--- src/rtl/core/dlt_pkg.sv ---
package dlt_pkg;

    localparam int MAX_LINE = 4096;
    localparam int IDX_W    = $clog2(MAX_LINE + 1);
    localparam int MAX_RES  = 3;

    // DFA states
    localparam logic [4:0] S_START   = 5'd0;
    localparam logic [4:0] S_SYMBOL  = 5'd1;
    localparam logic [4:0] S_ID      = 5'd2;
    localparam logic [4:0] S_NUM     = 5'd3;
    localparam logic [4:0] S_NUMDEC  = 5'd4;
    localparam logic [4:0] S_SQ      = 5'd5;
    localparam logic [4:0] S_SQESC   = 5'd6;
    localparam logic [4:0] S_DQ      = 5'd7;
    localparam logic [4:0] S_DQESC   = 5'd8;
    localparam logic [4:0] S_STREND  = 5'd9;
    localparam logic [4:0] S_WS      = 5'd10;
    localparam logic [4:0] S_COMMENT = 5'd11;
    localparam logic [4:0] S_LT      = 5'd12;
    localparam logic [4:0] S_STAR1   = 5'd13;
    localparam logic [4:0] S_STAR2   = 5'd14;
    localparam logic [4:0] S_EQSIG   = 5'd15;
    localparam logic [4:0] S_OP      = 5'd16;
    localparam logic [4:0] NS_ERR    = 5'd30;
    localparam logic [4:0] NS_HARD   = 5'd31;

    // token types
    localparam logic [4:0] T_SYMBOL   = 5'd0;
    localparam logic [4:0] T_ID       = 5'd1;
    localparam logic [4:0] T_NUM      = 5'd2;
    localparam logic [4:0] T_STRING   = 5'd3;
    localparam logic [4:0] T_PLUS     = 5'd4;
    localparam logic [4:0] T_MINUS    = 5'd5;
    localparam logic [4:0] T_STAR     = 5'd6;
    localparam logic [4:0] T_STARSTAR = 5'd7;
    localparam logic [4:0] T_SLASH    = 5'd8;
    localparam logic [4:0] T_PERCENT  = 5'd9;
    localparam logic [4:0] T_LPAREN   = 5'd10;
    localparam logic [4:0] T_RPAREN   = 5'd11;
    localparam logic [4:0] T_LBRACE   = 5'd12;
    localparam logic [4:0] T_RBRACE   = 5'd13;
    localparam logic [4:0] T_LBRACK   = 5'd14;
    localparam logic [4:0] T_RBRACK   = 5'd15;
    localparam logic [4:0] T_SEMI     = 5'd16;
    localparam logic [4:0] T_COMMA    = 5'd17;
    localparam logic [4:0] T_EQUALS   = 5'd18;
    localparam logic [4:0] T_EQSIGNAL = 5'd19;
    localparam logic [4:0] T_DROP     = 5'd20;
    localparam logic [4:0] T_NONE     = 5'd21;

    // result kinds
    localparam logic [1:0] KIND_TOKEN = 2'd0;
    localparam logic [1:0] KIND_OK    = 2'd1;
    localparam logic [1:0] KIND_ERR   = 2'd2;

    // characters
    localparam logic [7:0] CH_BTICK  = 8'h60;
    localparam logic [7:0] CH_STAR   = 8'h2A;
    localparam logic [7:0] CH_LT     = 8'h3C;
    localparam logic [7:0] CH_HASH   = 8'h23;
    localparam logic [7:0] CH_DOT    = 8'h2E;
    localparam logic [7:0] CH_BSLASH = 8'h5C;
    localparam logic [7:0] CH_MINUS  = 8'h2D;
    localparam logic [7:0] CH_SQUOTE = 8'h27;
    localparam logic [7:0] CH_DQUOTE = 8'h22;
    localparam logic [7:0] CH_UNDER  = 8'h5F;

    typedef struct packed {
        logic [4:0]       st;
        logic [4:0]       held;
        logic [IDX_W-1:0] lstart;
        logic [IDX_W-1:0] bidx;
        logic             failed;
        logic [IDX_W-1:0] eidx;
    } lex_state_t;

    typedef struct packed {
        logic [1:0]       kind;
        logic [4:0]       token_type;
        logic [15:0]      token_line;
        logic [IDX_W-1:0] position;
        logic [IDX_W-1:0] length;
    } res_t;

    typedef struct packed {
        res_t [MAX_RES-1:0] r;
        logic [1:0]         cnt;
    } pkt_t;

    localparam lex_state_t LEX_RESET = '{st: S_START, held: 5'd0, lstart: '0,
                                         bidx: '0, failed: 1'b0, eidx: '0};

    function automatic logic is_alpha(input logic [7:0] c);
        return (c >= 8'h61 && c <= 8'h7A) || (c >= 8'h41 && c <= 8'h5A);
    endfunction

    function automatic logic is_digit(input logic [7:0] c);
        return c >= 8'h30 && c <= 8'h39;
    endfunction

    function automatic logic is_space(input logic [7:0] c);
        return c == 8'h20 || (c >= 8'h09 && c <= 8'h0D);
    endfunction

    function automatic logic [4:0] op_type(input logic [7:0] c);
        logic [4:0] t;
        case (c)
            8'h2B:   t = T_PLUS;
            8'h2D:   t = T_MINUS;
            8'h2F:   t = T_SLASH;
            8'h25:   t = T_PERCENT;
            8'h28:   t = T_LPAREN;
            8'h29:   t = T_RPAREN;
            8'h7B:   t = T_LBRACE;
            8'h7D:   t = T_RBRACE;
            8'h5B:   t = T_LBRACK;
            8'h5D:   t = T_RBRACK;
            8'h3B:   t = T_SEMI;
            8'h2C:   t = T_COMMA;
            8'h3D:   t = T_EQUALS;
            default: t = T_NONE;
        endcase
        return t;
    endfunction

    function automatic logic [4:0] next_state(input logic [4:0] s, input logic [7:0] c);
        logic a;
        logic d;
        logic [4:0] ns;
        a = is_alpha(c);
        d = is_digit(c);
        unique case (s)
            S_START: begin
                if (a)                        ns = S_ID;
                else if (d)                   ns = S_NUM;
                else if (c == CH_BTICK)       ns = S_SYMBOL;
                else if (c == CH_STAR)        ns = S_STAR1;
                else if (c == CH_LT)          ns = S_LT;
                else if (c == CH_SQUOTE)      ns = S_SQ;
                else if (c == CH_DQUOTE)      ns = S_DQ;
                else if (is_space(c))         ns = S_WS;
                else if (c == CH_HASH)        ns = S_COMMENT;
                else if (op_type(c) != T_NONE) ns = S_OP;
                else                          ns = NS_ERR;
            end
            S_SYMBOL:  ns = (a || d || c == CH_UNDER) ? S_SYMBOL : NS_ERR;
            S_ID:      ns = (a || d) ? S_ID : NS_ERR;
            S_NUM: begin
                if (d)                 ns = S_NUM;
                else if (c == CH_DOT)  ns = S_NUMDEC;
                else                   ns = a ? NS_HARD : NS_ERR;
            end
            S_NUMDEC:  ns = d ? S_NUMDEC : (a ? NS_HARD : NS_ERR);
            S_SQ: begin
                if (c == CH_SQUOTE)       ns = S_STREND;
                else if (c == CH_BSLASH)  ns = S_SQESC;
                else                      ns = S_SQ;
            end
            S_SQESC:   ns = S_SQ;
            S_DQ: begin
                if (c == CH_DQUOTE)       ns = S_STREND;
                else if (c == CH_BSLASH)  ns = S_DQESC;
                else                      ns = S_DQ;
            end
            S_DQESC:   ns = S_DQ;
            S_WS:      ns = is_space(c) ? S_WS : NS_ERR;
            S_COMMENT: ns = S_COMMENT;
            S_LT:      ns = (c == CH_MINUS) ? S_EQSIG : NS_ERR;
            S_STAR1:   ns = (c == CH_STAR) ? S_STAR2 : NS_ERR;
            default:   ns = NS_ERR;
        endcase
        return ns;
    endfunction

    function automatic logic [4:0] accept_type(input logic [4:0] s, input logic [4:0] held);
        logic [4:0] t;
        unique case (s)
            S_SYMBOL:           t = T_SYMBOL;
            S_ID:               t = T_ID;
            S_NUM, S_NUMDEC:    t = T_NUM;
            S_STREND:           t = T_STRING;
            S_OP:               t = held;
            S_STAR1:            t = T_STAR;
            S_STAR2:            t = T_STARSTAR;
            S_EQSIG:            t = T_EQSIGNAL;
            S_WS, S_COMMENT:    t = T_DROP;
            default:            t = T_NONE;
        endcase
        return t;
    endfunction

endpackage

--- src/rtl/core/dlt_step.sv ---
module dlt_step (
    input  dlt_pkg::lex_state_t cur,
    input  logic [7:0]          ch,
    input  logic [15:0]         line_number,
    input  logic                last_in_line,
    output dlt_pkg::lex_state_t nxt,
    output dlt_pkg::pkt_t       pkt
);
    import dlt_pkg::*;

    lex_state_t       s;
    logic [4:0]       ns;
    logic [4:0]       ns2;
    logic [4:0]       at;
    logic [4:0]       at2;
    logic [IDX_W-1:0] i;
    res_t [MAX_RES-1:0] cand;
    logic [MAX_RES-1:0] cvld;
    logic [1:0]       cnt;

    always_comb begin
        s    = cur;
        i    = cur.bidx;
        ns   = next_state(cur.st, ch);
        ns2  = next_state(S_START, ch);
        at   = accept_type(cur.st, cur.held);
        cand = '0;
        cvld = '0;

        if (!cur.failed) begin
            if (cur.bidx >= IDX_W'(MAX_LINE)) begin
                s.failed = 1'b1;
                s.eidx   = IDX_W'(MAX_LINE);
            end else begin
                if (ns == NS_HARD) begin
                    s.failed = 1'b1;
                    s.eidx   = i;
                end else if (ns == NS_ERR) begin
                    if (at == T_NONE) begin
                        s.failed = 1'b1;
                        s.eidx   = i;
                    end else begin
                        if (at < T_DROP) begin
                            cvld[0] = 1'b1;
                            cand[0] = '{kind: KIND_TOKEN, token_type: at,
                                        token_line: line_number, position: cur.lstart,
                                        length: i - cur.lstart};
                        end
                        s.lstart = i;
                        s.st     = S_START;
                        if (ns2 == NS_ERR || ns2 == NS_HARD) begin
                            s.failed = 1'b1;
                            s.eidx   = i;
                        end else begin
                            if (ns2 == S_OP) s.held = op_type(ch);
                            s.st = ns2;
                        end
                    end
                end else begin
                    if (ns == S_OP) s.held = op_type(ch);
                    s.st = ns;
                end
                if (!s.failed) s.bidx = i + 1'b1;
            end
        end

        at2 = accept_type(s.st, s.held);
        if (last_in_line) begin
            if (!s.failed && s.st != S_START) begin
                if (at2 == T_NONE) begin
                    s.failed = 1'b1;
                    s.eidx   = s.bidx;
                end else if (at2 < T_DROP) begin
                    cvld[1] = 1'b1;
                    cand[1] = '{kind: KIND_TOKEN, token_type: at2,
                                token_line: line_number, position: s.lstart,
                                length: s.bidx - s.lstart};
                end
            end
            cvld[2] = 1'b1;
            cand[2] = '{kind: s.failed ? KIND_ERR : KIND_OK, token_type: T_SYMBOL,
                        token_line: line_number,
                        position: s.failed ? s.eidx : s.bidx, length: '0};
            nxt = LEX_RESET;
        end else begin
            nxt = s;
        end

        // pack the valid results to the front
        pkt = '0;
        cnt = 2'd0;
        for (int k = 0; k < MAX_RES; k++) begin
            if (cvld[k]) begin
                pkt.r[cnt] = cand[k];
                cnt        = cnt + 2'd1;
            end
        end
        pkt.cnt = cnt;
    end

endmodule

--- src/rtl/core/dfa_line_tokenizer.sv ---
// Maximal-munch line lexer, one source byte per input transaction.
// Input channel (s_): ch, line_number, last_in_line. Output channel (m_):
// kind, token_type, token_line, position, length, last.
// Each byte is lexed in the cycle it is accepted and yields zero to three
// results: a token closed by this byte, a token closed by the end of the
// line, and the line status item on the byte flagged last_in_line.
// m_last marks the final result of a byte; bytes with no result send none.
// Results are registered in a two-entry result buffer, one entry per
// byte, and leave from its head; the buffer drains one result per cycle
// while m_ready is high. Throughput is one byte per cycle while each byte
// yields at most one result and the receiver keeps up. s_ready drops only
// when both buffer entries hold results, so a stalled receiver backs up
// the input after two bytes with results.
// Reset (aresetn low, synchronous) empties the buffer and returns the
// lexer to the start of a line. Lexer state also clears after every line.
module dfa_line_tokenizer (
    input  logic                      aclk,
    input  logic                      aresetn,
    input  logic                      s_valid,
    output logic                      s_ready,
    input  logic [7:0]                s_ch,
    input  logic [15:0]               s_line_number,
    input  logic                      s_last_in_line,
    output logic                      m_valid,
    input  logic                      m_ready,
    output logic [1:0]                m_kind,
    output logic [4:0]                m_token_type,
    output logic [15:0]               m_token_line,
    output logic [dlt_pkg::IDX_W-1:0] m_position,
    output logic [dlt_pkg::IDX_W-1:0] m_length,
    output logic                      m_last
);
    import dlt_pkg::*;

    lex_state_t state_reg;
    lex_state_t state_next;
    pkt_t       step_pkt;
    pkt_t       pkt_reg [2];
    logic       wr_ptr_reg;
    logic       rd_ptr_reg;
    logic [1:0] count_reg;
    logic [1:0] count_next;
    logic [1:0] sub_reg;
    logic [1:0] sub_next;
    logic       accept;
    logic       push;
    logic       pop;
    logic       rd_end;
    res_t       head;

    dlt_step u_step (
        .cur          (state_reg),
        .ch           (s_ch),
        .line_number  (s_line_number),
        .last_in_line (s_last_in_line),
        .nxt          (state_next),
        .pkt          (step_pkt)
    );

    assign s_ready = (count_reg != 2'd2);
    assign accept  = s_valid && s_ready;
    assign push    = accept && (step_pkt.cnt != 2'd0);

    assign m_valid = (count_reg != 2'd0);
    assign rd_end  = (sub_reg == pkt_reg[rd_ptr_reg].cnt - 2'd1);
    assign pop     = m_valid && m_ready && rd_end;
    assign head    = pkt_reg[rd_ptr_reg].r[sub_reg];

    assign m_kind       = head.kind;
    assign m_token_type = head.token_type;
    assign m_token_line = head.token_line;
    assign m_position   = head.position;
    assign m_length     = head.length;
    assign m_last       = rd_end;

    always_comb begin
        count_next = count_reg + {1'b0, push} - {1'b0, pop};
        if (pop)                   sub_next = 2'd0;
        else if (m_valid && m_ready) sub_next = sub_reg + 2'd1;
        else                       sub_next = sub_reg;
    end

    always_ff @(posedge aclk) begin
        if (!aresetn) begin
            state_reg  <= LEX_RESET;
            wr_ptr_reg <= 1'b0;
            rd_ptr_reg <= 1'b0;
            count_reg  <= 2'd0;
            sub_reg    <= 2'd0;
        end else begin
            if (accept) state_reg <= state_next;
            if (push)   wr_ptr_reg <= ~wr_ptr_reg;
            if (pop)    rd_ptr_reg <= ~rd_ptr_reg;
            count_reg <= count_next;
            sub_reg   <= sub_next;
        end
    end

    always_ff @(posedge aclk) begin
        if (push) pkt_reg[wr_ptr_reg] <= step_pkt;
    end

    a_head_nonempty: assert property (@(posedge aclk) disable iff (!aresetn)
        m_valid |-> (pkt_reg[rd_ptr_reg].cnt != 2'd0 && sub_reg < pkt_reg[rd_ptr_reg].cnt))
        else $error("buffered result entry is empty or index overruns it");

    a_count_bound: assert property (@(posedge aclk) disable iff (!aresetn)
        count_reg != 2'd3)
        else $error("result buffer overflow");

    a_line_reset: assert property (@(posedge aclk) disable iff (!aresetn)
        (accept && s_last_in_line) |=> (state_reg.st == S_START && state_reg.bidx == '0
                                        && !state_reg.failed))
        else $error("lexer state not cleared after end of line");

    a_line_close: assert property (@(posedge aclk) disable iff (!aresetn)
        (accept && s_last_in_line) |-> (step_pkt.cnt != 2'd0
            && (step_pkt.r[step_pkt.cnt - 2'd1].kind == KIND_OK
                || step_pkt.r[step_pkt.cnt - 2'd1].kind == KIND_ERR)))
        else $error("end of line without a status item");

endmodule

--- config.mk ---
export PLATFORM = sky130hd
export DESIGN_NAME = dfa_line_tokenizer
export DESIGN_NICKNAME = d
export VERILOG_FILES = /design/src/rtl/core/dlt_pkg.sv /design/src/rtl/core/dlt_step.sv /design/src/rtl/core/dfa_line_tokenizer.sv
export SDC_FILE = /design/constraint.sdc
export NUM_CORES = 1
export LEC_CHECK = 0
export ABC_AREA = 1
export BUFFER_PORTS_ARGS = -buffer_cell sky130_fd_sc_hd__buf_4
export CELL_PAD_IN_SITES_DETAIL_PLACEMENT = 1
export CELL_PAD_IN_SITES_GLOBAL_PLACEMENT = 1
export CORE_UTILIZATION = 45
export DETAILED_ROUTE_END_ITERATION = 8
export PLACE_DENSITY_LB_ADDON = 0.1
export SETUP_SLACK_MARGIN = 0.15
export SYNTH_ARGS = -nofsm -noshare
export SYNTH_HDL_FRONTEND = slang
export SYNTH_HIERARCHICAL = 1
export SYNTH_SLANG_ARGS = --single-unit
--- constraint.sdc ---
create_clock -name aclk -period 13.7 [get_ports aclk]
set_input_delay 2.055 -clock aclk [delete_from_list [all_inputs] [get_ports aclk]]
set_output_delay 2.055 -clock aclk [all_outputs]
set_load 0.05 [all_outputs]
==> results.md <==
- HPWL after DPL: 37.9 mm
- Class of the tightest hold or removal check: flop to flop
- Cell count of the worst reg-to-reg path: 25
- Instance count of the mapped netlist: 2206
- Post-route clock period utilization: 61.4%
- Critical R2R Launch: state_reg[45]$_SDFFE_PN0P_
- Most prevalent standard cell on the critical path: nand2_1
- Area inside the core boundary: 0.0412 mm^2
- Routed wire length: 56.6 mm
- Post-CTS setup buffer count: 0
- Clock period minus worst slack: 8410 ps
- Die extent in y: 207 um
- Pin count of the biggest net entering global routing: 86
- Netlist area before placement: 0.0189 mm^2
- I/O pins: 81
- Global-route usage over all layers: 26.3%
- Top cell type's share of synthesized area: 47.2%
- Clock slew seen by the registers of the worst setup and hold paths: 60 ps
- Type of the worst setup path: input port to flop
- TritonCTS clock tree: done
- Cell variety after synth: 53
- Slew of the pin with the lowest slew margin: 1270 ps
- Effective utilization at floorplan: 46.0%
- Mean area per synthesized cell: 8.59 um^2
- Number of instances resized during post-cts repair: 0
- Final net count: 2292
- Max FFs per register: 298
- Leading cell type in the layout, fill and taps excluded: nor2_1
- Critical Path Max Stage Delay: 970 ps
- Global-route wire length before repair: 89.0 mm
- Count of flip-flops with a built-in enable after synthesis: 298
- First-iteration detailed-routing DRC count: 990
- Worst-path fanout max: 80
- GPL Wtd Cong: 0.881
- Clock root cell: clkbuf_16
- Max-slew headroom: 15.0%
- Number of buffers inserted for hold repair after clock tree synthesis: 0
- Start point of the worst min-delay path: state_reg[32]$_SDFFE_PN0P_
- Capturing element type of the critical path: flop
- Clock H-tree levels: 2
- Initial antenna violation count: 0
- Worst setup slack after placement: 4800 ps
- Parity-gate share of the synthesized area counting xor and xnor cells: 1.57%
- Die X-Extent: 207 um
- Site Rows: 74
- Area growth from synthesis to layout: 10.7%
- Portion of netlist area occupied by mux cells: 0.0528%
- Final TNS setup: 0 ps
- Routed Antenna Nets: 0
- Fraction of final layout cells with drive strength greater than 1: 10.2%
- Total CTS buffers: 39
- Synth Area in Adders: 2.32%
- DRC violation count after routing: 0
- Pre-Repair DR Iteration Count: 7
- Top flip-flop cell by instance count after synthesis: edfxtp_1
- Largest area contributor in the synthesized netlist: edfxtp_1
- Post-synth ARST share: 0%
- Hold Path Cell Cnt: 2
- #FFs+latches synth: 355
- Number of clock sinks seen by CTS: 355
- Simple-gate portion of the synthesized area: 22.6%
- Launching element of the worst setup path: s_ch[7]
- Worst path slowest cell: buf_4
- Crit path required time: 13860 ps
- Outcome: finished clean
- Arr. time, crit path: 8570 ps
- Area enclosed by the die boundary: 0.0429 mm^2
- Final worst slack: 5290 ps
- Maximum capacitance violations: 0
- Wirelength per Cell: 20.3 um
- Sequential-to-total area share from yosys stat: 53.3%
- Combinational family with the most area after synthesis: simple AND/OR/NAND/NOR gates
- Final antenna diode count: 0
- Setup violators final: 0
- Total via count after detailed routing: 15600
- Count of warnings emitted by yosys: 6
- Vias in the first global route: 16100
- Max-slew violation total from the final report: 0
- Count of input and output buffers: 80
- Biggest area contributors in the synthesized netlist: edfxtp_1 47%, nor2_1 10%, o21ai_0 6.1%
- Grt ovf: 0
- Hold violation total from the final report: 0
- Most frequent cells in the layout: 523 x nor2_1, 298 x edfxtp_1, 293 x nand2_1
- Top achievable clock speed: 119 MHz
- RSZ-0062 raised after global routing: false
- Deepest clock path buffer count: 3
- Clk Latency, worst-skew pair: 560 ps
- Number of vias per cell: 5.60
- Setup clock skew after layout: 18.7 ps
- Element type at the critical path start: input port
- Compound-cell area share of the yosys netlist: 12.8%
-- kinds of logic (layout without fill, tap and decap cells) --
group           Yosys count  count (layout)
simple gates           1015            1015
fa+ha+maj                34              34
other cells               1              18
compound gates          452             452
flops                   355             355
xor+xnor                 34              34
buf+inv                 314             347
mux                       1               1
-- metal layers --
metal	up-vias	global-route usage [%]	part of all wire [%]
met5	-	0	0
met4	0	7.98	2.4
li1	7453	-	-
met2	347	43.7	48
met3	86	3.94	4.5
met1	7717	35.5	46
-- layout make-up --
class                           instances  area (um^2)
Fill cell                            4844        20200
Sequential cell                       355        10100
Multi-Input combinational cell       1554         7550
Clock buffer                           51         1030
Timing Repair Buffer                   95          713
Inverter                              184          693
Tap cell                              532          666
Clock inverter                         17          225
-- critical path, delay by kind of cell --
kind / cells / cell delay [ps]
adder cells (fa/ha/maj): 1 / 530
AO/OA/AOI/OAI: 1 / 360
buffers and inverters: 6 / 2220
XOR/XNOR: 1 / 320
AND/OR/NAND/NOR: 20 / 2980
-- metrics by stage --
stage / instances / hold slack (ps) / area (um^2) / utilization (%)
2_1_floorplan: 2223 / 460 / 19000 / -
3_3_place_gp: 2720 / 493 / 19700 / 47.9
3_5_place_dp: 2720 / 498 / 19700 / 47.9
4_1_cts: 2788 / 517 / 21000 / 50.9
5_1_grt: 2788 / 558 / 21000 / 50.9
6_report: 2788 / 515 / 21000 / 50.9
-- final timing paths --
path	to	slack, ps
max reg2reg	pkt_reg[0][2]$_DFFE_PP_	6400
min reg2reg	state_reg[32]$_SDFFE_PN0P_	520
min	state_reg[32]$_SDFFE_PN0P_	520
max	pkt_reg[0][2]$_DFFE_PP_	5290
-- cell usage after synthesis (2+ instances only) --
| cell | number |
|---|---|
| buf_4 | 24 |
| nand3_1 | 76 |
| nor3_1 | 17 |
| o31ai_1 | 2 |
| or2_1 | 12 |
| buf_2 | 15 |
| o21bai_1 | 4 |
| o21ai_0 | 231 |
| nand2_1 | 293 |
| nor2_1 | 525 |
| buf_6 | 15 |
| o32ai_1 | 2 |
| fa_1 | 2 |
| xnor2_1 | 6 |
| xor2_1 | 28 |
| nor2_2 | 19 |
| o21a_1 | 2 |
| a21boi_1 | 2 |
| edfxtp_1 | 298 |
| o221ai_1 | 2 |
| inv_2 | 24 |
| nand2_4 | 4 |
| clkbuf_1 | 70 |
| nand3b_1 | 2 |
| nor2_4 | 4 |
| or2_2 | 4 |
| o21ai_1 | 85 |
| nand3_2 | 5 |
| buf_1 | 6 |
| nand2_2 | 13 |
| a221oi_1 | 8 |
| nand4_1 | 34 |
| clkinv_1 | 2 |
| and2_1 | 2 |
| a21oi_1 | 53 |
| inv_1 | 157 |
| o211ai_1 | 3 |
| dfxtp_1 | 57 |
| ha_1 | 32 |
| o22ai_1 | 53 |
Power is left out: the tool's default activity adds up to more than one toggle a clock period on the data nets, which glitch-free logic cannot reach.
